### config.mk
export PLATFORM = sky130hd
export DESIGN_NAME = lfa_ctrl
export DESIGN_NICKNAME = d
export VERILOG_FILES = /design/src/rtl/lfa_pkg.sv /design/src/rtl/lfa_ctrl.sv
export VERILOG_INCLUDE_DIRS = /design/src /design/src/rtl
export SDC_FILE = /design/constraint.sdc
export NUM_CORES = 1
export LEC_CHECK = 0
export BUFFER_PORTS_ARGS = -buffer_cell sky130_fd_sc_hd__buf_2
export CAP_MARGIN = 20
export CORE_AREA = 2 2 39 41
export CTS_BUF_LIST = sky130_fd_sc_hd__clkbuf_8
export DETAILED_ROUTE_END_ITERATION = 16
export DIE_AREA = 0 0 41 43
export SETUP_SLACK_MARGIN = 0.02
export SLEW_MARGIN = 20
export SYNTH_ARGS = -nofsm -noshare
export SYNTH_HDL_FRONTEND = slang
export SYNTH_SLANG_ARGS = --single-unit
### constraint.sdc
create_clock -name clk -period 1 [get_ports clk]
set_input_delay 0.05 -clock clk [delete_from_list [all_inputs] [get_ports clk]]
set_output_delay 0.05 -clock clk [all_outputs]
set_load 0.01 [all_outputs]
### src/rtl/assert_macros.svh
// Assertion macros shared by the lowest-free ID allocator RTL.
`ifndef ASSERT_MACROS_SVH
`define ASSERT_MACROS_SVH

`ifndef ASSERT_OFF

// Checked on every rising edge of clk, skipped while rst_n is low.
`define ASSERT_CLK(name, prop, msg) \
    name: assert property (@(posedge clk) disable iff (!rst_n) (prop)) else $error(msg);

// Checked on every rising edge of clk, reset included.
`define ASSERT_ALWAYS(name, prop, msg) \
    name: assert property (@(posedge clk) (prop)) else $error(msg);

`else

`define ASSERT_CLK(name, prop, msg)
`define ASSERT_ALWAYS(name, prop, msg)

`endif

`endif

### src/rtl/lfa_pkg.sv
// Constants, types and command/status bundles of the lowest-free ID allocator.
`default_nettype none

package lfa_pkg;

    // Bitmap geometry
    localparam int WORD_BITS = 64;
    localparam int WORDS     = 64;

    // Field widths
    localparam int ID_W     = 12;
    localparam int STATUS_W = 2;

    localparam int IDX_W     = (WORDS > 1) ? $clog2(WORDS) : 1;
    localparam int OPEN_W    = $clog2(WORDS + 1);
    localparam int BIT_IDX_W = $clog2(WORD_BITS);
    localparam int BASE_W    = IDX_W + BIT_IDX_W;
    localparam int EXT_W     = (ID_W > BASE_W) ? ID_W : BASE_W;

    // ID / WORD_BITS by multiplication with a rounded-up reciprocal, exact for all IDs
    localparam int SHIFT   = ID_W + BIT_IDX_W;
    localparam int RECIP   = ((1 << SHIFT) + WORD_BITS - 1) / WORD_BITS;
    localparam int RECIP_W = ID_W + 1;
    localparam int PROD_W  = ID_W + RECIP_W;
    localparam int QUO_W   = PROD_W - SHIFT;
    localparam int CMP_W   = (QUO_W > OPEN_W) ? QUO_W : OPEN_W;

    typedef logic [ID_W-1:0]      id_t;
    typedef logic [WORD_BITS-1:0] word_t;
    typedef logic [IDX_W-1:0]     idx_t;
    typedef logic [OPEN_W-1:0]    open_t;
    typedef logic [BIT_IDX_W-1:0] bit_idx_t;
    typedef logic [BASE_W-1:0]    base_t;
    typedef logic [EXT_W-1:0]     ext_t;
    typedef logic [PROD_W-1:0]    prod_t;
    typedef logic [QUO_W-1:0]     quo_t;
    typedef logic [CMP_W-1:0]     cmp_t;
    typedef logic [WORDS-1:0]     word_flags_t;

    typedef enum logic [STATUS_W-1:0] {
        STATUS_GRANTED   = 2'd0,
        STATUS_NONE_FREE = 2'd1,
        STATUS_RELEASED  = 2'd2,
        STATUS_IGNORED   = 2'd3
    } status_t;

    typedef enum logic {
        ACTION_ALLOC   = 1'b0,
        ACTION_RELEASE = 1'b1
    } action_t;

    typedef enum logic [2:0] {
        OP_FILL,
        OP_OPEN,
        OP_NONE_FREE,
        OP_RELEASE,
        OP_IGNORE
    } op_t;

    typedef struct packed {
        logic capture;
        logic look;
        logic commit;
        op_t  op;
    } lfa_cmd_t;

    typedef struct packed {
        logic is_release;
        logic in_range;
        logic found;
        logic can_open;
    } lfa_stat_t;

endpackage

`default_nettype wire

### src/rtl/lfa_ctrl.sv
// Sequencer of the allocator: input/output handshakes and choice of the bitmap operation.
`default_nettype none

`include "assert_macros.svh"

module lfa_ctrl (
    input  wire logic             clk,
    input  wire logic             rst_n,
    input  wire logic             in_valid,
    output logic                  in_stall,
    output logic                  out_valid,
    input  wire logic             out_stall,
    input  wire lfa_pkg::lfa_stat_t stat,
    output lfa_pkg::lfa_cmd_t     cmd
);

    typedef enum logic [1:0] {
        S_IDLE,
        S_LOOK,
        S_MODIFY
    } state_t;

    state_t         state_reg;
    state_t         state_next;
    logic           out_valid_reg;
    logic           out_valid_next;
    lfa_pkg::op_t   op_reg;
    lfa_pkg::op_t   op_next;
    logic           commit;
    logic           capture;

    always_comb
    begin
        commit  = (state_reg == S_MODIFY) && !(out_valid_reg && out_stall);
        capture = in_valid && ((state_reg == S_IDLE) || commit);

        if (stat.is_release)
        begin
            op_next = stat.in_range ? lfa_pkg::OP_RELEASE : lfa_pkg::OP_IGNORE;
        end
        else if (stat.found)
        begin
            op_next = lfa_pkg::OP_FILL;
        end
        else if (stat.can_open)
        begin
            op_next = lfa_pkg::OP_OPEN;
        end
        else
        begin
            op_next = lfa_pkg::OP_NONE_FREE;
        end

        case (state_reg)
            S_IDLE:
            begin
                state_next = capture ? S_LOOK : S_IDLE;
            end
            S_LOOK:
            begin
                state_next = S_MODIFY;
            end
            S_MODIFY:
            begin
                // Take the next word in the same cycle the result is handed over
                if (commit)
                begin
                    state_next = capture ? S_LOOK : S_IDLE;
                end
                else
                begin
                    state_next = S_MODIFY;
                end
            end
            default:
            begin
                state_next = S_IDLE;
            end
        endcase

        out_valid_next = commit || (out_valid_reg && out_stall);
    end

    always_ff @(posedge clk or negedge rst_n)
    begin
        if (!rst_n)
        begin
            state_reg     <= S_IDLE;
            out_valid_reg <= 1'b0;
            op_reg        <= lfa_pkg::OP_IGNORE;
        end
        else
        begin
            state_reg     <= state_next;
            out_valid_reg <= out_valid_next;
            if (state_reg == S_LOOK)
            begin
                op_reg <= op_next;
            end
        end
    end

    assign in_stall    = !((state_reg == S_IDLE) || commit);
    assign out_valid   = out_valid_reg;
    assign cmd.capture = capture;
    assign cmd.look    = (state_reg == S_LOOK);
    assign cmd.commit  = commit;
    assign cmd.op      = op_reg;

    `ASSERT_CLK(a_look_then_modify, (state_reg == S_LOOK) |=> (state_reg == S_MODIFY), "look step not followed by modify step")
    `ASSERT_CLK(a_result_from_modify, $rose(out_valid_reg) |-> $past(state_reg == S_MODIFY), "result raised outside modify step")
    `ASSERT_CLK(a_held_result_kept, (out_valid_reg && out_stall) |-> !commit, "result overwritten while stalled")

endmodule

`default_nettype wire

### Yosys cells after proc, flatten, opt, wreduce, memory -nomap -nowiden

Index checks and enable logic that the tools add are counted.

* flip-flop bits (word level): 6
* bits in latches: 0
* bits in writable memories: 0
* memory bits (read-only): 0
* bits of input ports: 8
* output and inout port bits: 8
* logic and storage cells: 20
* memories kept: 0

* add/subtract/negate cells: 0
* multiply operators: 0
* divide/modulo/power cells: 0
* order comparisons: 0
* equality and inequality tests: 2
* shifts and indexed selects: 0
* multiplexer cells: 7
* bitwise gates (word level): 0
* reduce and logical (&&, ||, !) cells: 8

Operators with widths (count)
* 2-to-1 mux 2 bit: 3
* 2-to-1 mux 3 bit: 2
* one-hot mux 2 bit (3 select lines): 1
* logical AND 1 bit: 3
* == test 2 x 1 -> 1 bit (second input constant): 1
* == test 2 bit (second input constant): 1
* logical NOT 1 bit: 2
* logical NOT 2 bit: 1
* logical OR 1 bit: 2
* 2-to-1 mux 1 bit: 1

### Logic depth before layout (Yosys ltp)

Gate-level depths: netlist of the first run.

* depth in word-level cells: 8
* gate-level depth with buffers: 4
* depth with buffers taken out: 4

### Worst setup path before layout of the first run

Ideal clock, no wire load.

* path type: flip-flop to output port
* start: register out_valid_reg, in the netlist out_valid
* end: output cmd[5] (netlist name)
* data arrival time: 0.906 ns
* required time: 0.950 ns
* slack: 0.044 ns
* stages on the path, launching flop included: 4
* path buffers: 1
* cells stage by stage: dfrtp_1 > a31o_2 > nor2_1 > buf_4

* longest elaborated chain between the ends: 5

Ends and longest elaborated chain
* start, declared: RTL line lfa_ctrl.sv:25 `logic out_valid_reg;`
* start signal, assigned: RTL line lfa_ctrl.sv:95 `out_valid_reg <= out_valid_next;`
* logical AND 1 bit: RTL line lfa_ctrl.sv:34 `commit = (state_reg == S_MODIFY) && !(out_valid_reg && out_stall);`
* logical NOT 1 bit: RTL line lfa_ctrl.sv:34
* logical AND 1 bit: RTL line lfa_ctrl.sv:34
* logical OR 1 bit: RTL line lfa_ctrl.sv:35 `capture = in_valid && ((state_reg == S_IDLE) || commit);`
* logical AND 1 bit: RTL line lfa_ctrl.sv:35
* end, declared: RTL line lfa_ctrl.sv:14 `output lfa_pkg::lfa_cmd_t cmd`

Every way passes these cells.

==> results.cfg, run 1 <==
[hold_path]
hold_path_class = input port to flip-flop
hold_depth = 3

[timing]
fmax_mhz = 913.6
fin_crit_sh = 1.095
setup_viol = 4
period_needed_ns = 1.095
grt_setup_unrepaired = yes
drv_slew = 0
setup_slack_ns = -0.09461
hold_viol = 0
worstMarginPinSlew_ns = 0.2134
slew_headroom = 0.8563
tns_ns = -0.2331
finClkSkew_ns = 0.0001001

[floorplanning]
fp.dieW_um = 41
dieArea_mm2 = 0.001763
std_cell_rows = 14
die_height_um = 43
io_pins = 16
start_util = 0.2034
core_mm2 = 0.001384

[critical_path]
cp.depth = 3
critPathLaunchType = flip-flop
crit_chain = a31o_2 > nor2_1 > buf_2
critPathKind = flip-flop to output port
end_kind = output port
critPathBufInv = 1
crit_slowest_cell = dfrtp_1
cpPeakStageDelay_ns = 0.39
critPathRequiredTime_ns = 0.95
path_max_fanout = 3
cpLargestDelayFamily = flip-flops
r2r_slack_ns = 0.04
reg2regPathDepth = 3
arrival_ns = 1.04

[layout]
fin_nets = 61
area_growth_syn_to_layout_pct = 70.67
largest_reg_flops = 3
drive_gt1_frac = 0.5577
antenna_cells = 0

[job]
cap_violations = 0

[logic_synthesis]
synth_warnings = 0
syn_area_per_cell_um2 = 9.384
synth-seq-area-share = 0.5378
ys_seq_elements = 6
synthCells = 30
synth_nets = 38
netlist_area_um2 = 281.5
netlist-cell-type-count = 15

[pwr]
ir_drop_mv = 1.144
seq_power_share = 0.338
intPower_mw = 0.6985
switching_share = 0.2789
power_mw = 0.9688
p_per_area_mw_per_mm2 = 2016
leakage_nw = 0.2541
switchingPower_mw = 0.2702
p_comb_frac = 0.277
clockPowerShare = 0.385

[grt]
overflow = 0
first_global_vias = 293
grt_usage = 0.1001
grt_max_degree = 7
antenna_found_initial = 0
grt_pass1_wl_um = 1166

[clock_tree]
path_clk_slew_ns = 0.04
cts_made_buffers = 3
htreeDepth = 1
cts_root_buffer = clkbuf_8
cts_tree = done
clk_path_buf_depth = 2
clk_latency_ns = 0.22
clock_sinks = 6

[route]
routed_wl_um = 715
drtAntennaViolNets = 0
routed-wl-met2_um = 374
vias = 289
drc = 0
top_layer = met3
wire_per_inst_um = 10.51
met3_length_um = 46
via_per_inst = 4.250
drt_pre_antenna_iters = 2
drt_iter0_drc = 3
wl_met1_um = 294

[placed_design]
numPortBuffers = 15
gp_congestion = 0.6381
post-dp-hpwl_um = 474.5

[run_status]
violations = negative setup slack
status = finished, violations left
==> layout by cell type, fill, tap and decap left out, types with 2 or more instances in the layout <==
cell       n
a21oi_1    2
buf_2     14
buf_4      2
buf_6      3
clkbuf_8   3
dfrtp_1    5
inv_1      2
nand2_1    4
nand2b_4   2
nor2_1     6
==> tightest hold or removal path: stages <==
cell and delay, ns:
buf_2 0.10, inv_1 0.06, nor2_1 0.04
==> power by group through the flow <==
| stage | Combinational, mW | Sequential, mW | Clock, mW |
|---|---|---|---|
| floorplan | 0.0961 | 0.350 | 0 |
| global placement | 0.191 | 0.334 | 0 |
| detailed placement | 0.193 | 0.334 | 0 |
| CTS | 0.242 | 0.326 | 0.388 |
| global route | 0.296 | 0.335 | 0.405 |
| finish | 0.268 | 0.327 | 0.373 |
==> final timing paths <==
kind                              startpoint            to
worst max register to register  state_reg[1]     op_reg[0]
max in group asynchronous              rst_n     op_reg[2]
worst max-delay path            state_reg[0]        cmd[5]
worst min-delay path                in_valid  state_reg[0]
min in group asynchronous              rst_n     op_reg[1]
worst min register to register     op_reg[2]     op_reg[2]
==> stage by stage <==
stage	cells	instance area, um^2	util	hold WS [ns]	setup slack (ns)
6_report	68	480.5	0.3472	0.06515	-0.09461
5_1_grt	68	480.5	0.3472	0.08284	-0.1444
4_1_cts	67	457.9	0.3309	0.06166	-0.1066
3_5_place_dp	59	361.6	0.2613	-0.1181	0.03181
3_3_place_gp	59	361.6	0.2613	-0.1194	0.08644
2_1_floorplan	30	281.5	-	-0.2456	0.04377
==> what timing repair did <==
item / CTS / global route
endpoints found under the hold margin: 6 / 0
setup buffers: 3 / 1
cloned: 0 / 0
pin swaps: 1 / 2
hold buffers: 1 / 0
resized for setup: 4 / 3
endpoints found under the setup margin: 5 / 6
==> final cells by class <==
| class | instances | area, um^2 |
|---|---|---|
| Sequential cell | 6 | 151.4 |
| Inverter | 2 | 10.01 |
| Multi-Input combinational cell | 20 | 125.1 |
| Clock inverter | 1 | 3.754 |
| Fill cell | 137 | 903.4 |
| Clock buffer | 3 | 41.29 |
| Timing Repair Buffer | 20 | 128.9 |
| Tap cell | 16 | 20.02 |
==> kinds of logic after synthesis <==
family	share of synthesized area
and+or+nand+nor	0.2489
DFF	0.5378
buffers and inverters	0.07996
AOI/OAI and AO/OA	0.1333
==> metal layers <==
metal | vias up | track usage
li1 | 144 | -
met1 | 137 | 0.1151
met2 | 8 | 0.1531
met3 | 0 | 0.06283
met4 | 0 | 0.02000
met5 | - | 0
==> cell usage after synthesis <==
master / number / area share
nor3_1: 1 / 0.018
inv_2: 1 / 0.013
buf_4: 2 / 0.053
nand3b_1: 1 / 0.027
nand2_1: 4 / 0.053
nand2b_1: 1 / 0.022
a31o_2: 1 / 0.031
o21ai_0: 1 / 0.018
a221oi_1: 1 / 0.031
dfstp_2: 1 / 0.093
dfrtp_1: 5 / 0.44
inv_1: 1 / 0.013
nor2_1: 6 / 0.080
a21oi_1: 3 / 0.053
nand2b_4: 1 / 0.049
No activity file was read; power rests on OpenSTA's default activity.
==> run 2: changes to the inputs <==
Settings changed: CTS_BUF_LIST sky130_fd_sc_hd__clkbuf_8 to not set, REMOVE_ABC_BUFFERS set to 1.
==> run 2 against run 1 <==
The run still ends with negative setup slack left. Power shrank 16%. Sequential power is essentially flat. Routed wire length shrank 17%. Cell area is 6.8% lower. Combinational power shrank 6%. Register-to-register slack better by 0.05 ns. Count of clock-buffer cells in the layout increased by 1. Cell count is 1.5% lower. Worst setup slack got worse by 0.041 ns. Maximum frequency shrank 3.6%. Worst hold slack got worse by 0.018 ns. Core utilization shrank 2.4 points. Critical endpoint unchanged.
==> results.cfg, run 2 (synthesized netlist as in run 1, its figures left out) <==
[run_status]
status = finished, violations left
violations = negative setup slack

[clock_tree]
clk_latency_ns = 0.24
htreeDepth = 1
clk_path_buf_depth = 2
cts_tree = done
cts_made_buffers = 3
cts_root_buffer = clkbuf_4
path_clk_slew_ns = 0.05
clock_sinks = 6

[grt]
overflow = 0
first_global_vias = 242
grt_usage = 0.07786
antenna_found_initial = 0
grt_pass1_wl_um = 834
grt_max_degree = 7

[route]
routed_wl_um = 594
drc = 0
drtAntennaViolNets = 0
vias = 267
via_per_inst = 3.985
wire_per_inst_um = 8.866
drt_iter0_drc = 2
drt_pre_antenna_iters = 3

[timing]
fin_crit_sh = 1.136
period_needed_ns = 1.136
setup_viol = 4
fmax_mhz = 880.4
hold_slack_ns = 0.04748
worstMarginPinSlew_ns = 0.1761
drv_slew = 0
setup_slack_ns = -0.1359
slew_headroom = 0.8826
grt_setup_unrepaired = yes
hold_viol = 0
finClkSkew_ns = 0.002457
tns_ns = -0.3492

[floorplanning]
io_pins = 16
start_util = 0.2034
std_cell_rows = 14
dieArea_mm2 = 0.001763
core_mm2 = 0.001384
fp.dieW_um = 41
die_height_um = 43

[pwr]
leakage_nw = 0.2330
p_per_area_mw_per_mm2 = 1817
power_mw = 0.8139
ir_drop_mv = 0.9927

[layout]
multi_input_area_um2 = 113.9
regArea_um2 = 151.4
antenna_cells = 0
drive_gt1_frac = 0.5098
final_common_cell = buf_2
area_growth_syn_to_layout_pct = 59.11
largest_reg_flops = 3
fin_util = 0.3237
fill_cells = 147
fin_nets = 60
layout_common_cells = buf_2, nor2_1, dfrtp_1
final_area_um2 = 447.9

[placed_design]
placed_area_um2 = 361.6
numPortBuffers = 15
gp_congestion = 0.6891
post-dp-hpwl_um = 454.4

[critical_path]
critPathLaunchType = flip-flop
arrival_ns = 1.09
critPathRequiredTime_ns = 0.95
path_max_fanout = 3
critPathKind = flip-flop to output port
end_kind = output port
r2r_slack_ns = 0.09

[job]
cap_violations = 0

[hold_path]
hold_path_class = input port to flip-flop
==> run 2: changes by cell type in the layout (fill, tap and decap cells not counted), sizes merged <==
cell / previous run / this run
buf: 19 / 18
inv: 3 / 2
clkbuf: 3 / 4
==> run 2: through the flow <==
step | setup slack, ns | std cells
6_report | -0.1359 | 67
3_5_place_dp | 0.06025 | 59
4_1_cts | -0.1292 | 67
3_3_place_gp | 0.08314 | 59
2_1_floorplan | 0.07056 | 28
5_1_grt | -0.1977 | 67
==> run 2: timing repair <==
item                       4_1_cts  5_1_grt
cloned                           0        0
hold buffers                     1        0
hold endpoints to repair         6        0
pin swaps                        1        0
gates resized for setup          2        3
setup buffers                    3        0
setup endpoints to repair        4        6
==> run 2: area by class of cell <==
| class | instances | area share |
|---|---|---|
| clock buffers | 4 | 0.05866 |
| inverters | 2 | 0.02235 |
| multi-input cells | 20 | 0.2542 |
| flip-flops and latches | 6 | 0.3380 |
| well taps | 16 | 0.04469 |
| repair buffers | 19 | 0.2821 |
==> run 2: power by group <==
part | switching (mW) | internal [mW] | total [mW] | leakage [nW]
Clock | 0.0843 | 0.151 | 0.235 | 0.0150
Sequential | 0.0286 | 0.298 | 0.327 | 0.0711
Combinational | 0.121 | 0.132 | 0.252 | 0.147
==> run 2: worst paths after layout <==
path	from	endpoint	cells past startpoint
max	out_valid	cmd[5]	3
min	in_valid	state_reg[0]	3
max reg2reg	state_reg[1]	op_reg[0]	3
min reg2reg	op_reg[2]	op_reg[2]	2
max in group asynchronous	rst_n	op_reg[2]	2
min in group asynchronous	rst_n	state_reg[0]	2
==> run 2: worst max-delay path, stage by stage (launching register included) <==
cell     delay, ns
dfrtp_1       0.37
a31o_2        0.26
nor2_1        0.08
buf_2         0.13
==> run 2: metal layers <==
| metal | share of wire | GRT usage |
|---|---|---|
| met4 | 0 | 0.02000 |
| met3 | 0.045 | 0.07853 |
| met2 | 0.55 | 0.1156 |
| met5 | 0 | 0 |
| met1 | 0.40 | 0.07237 |
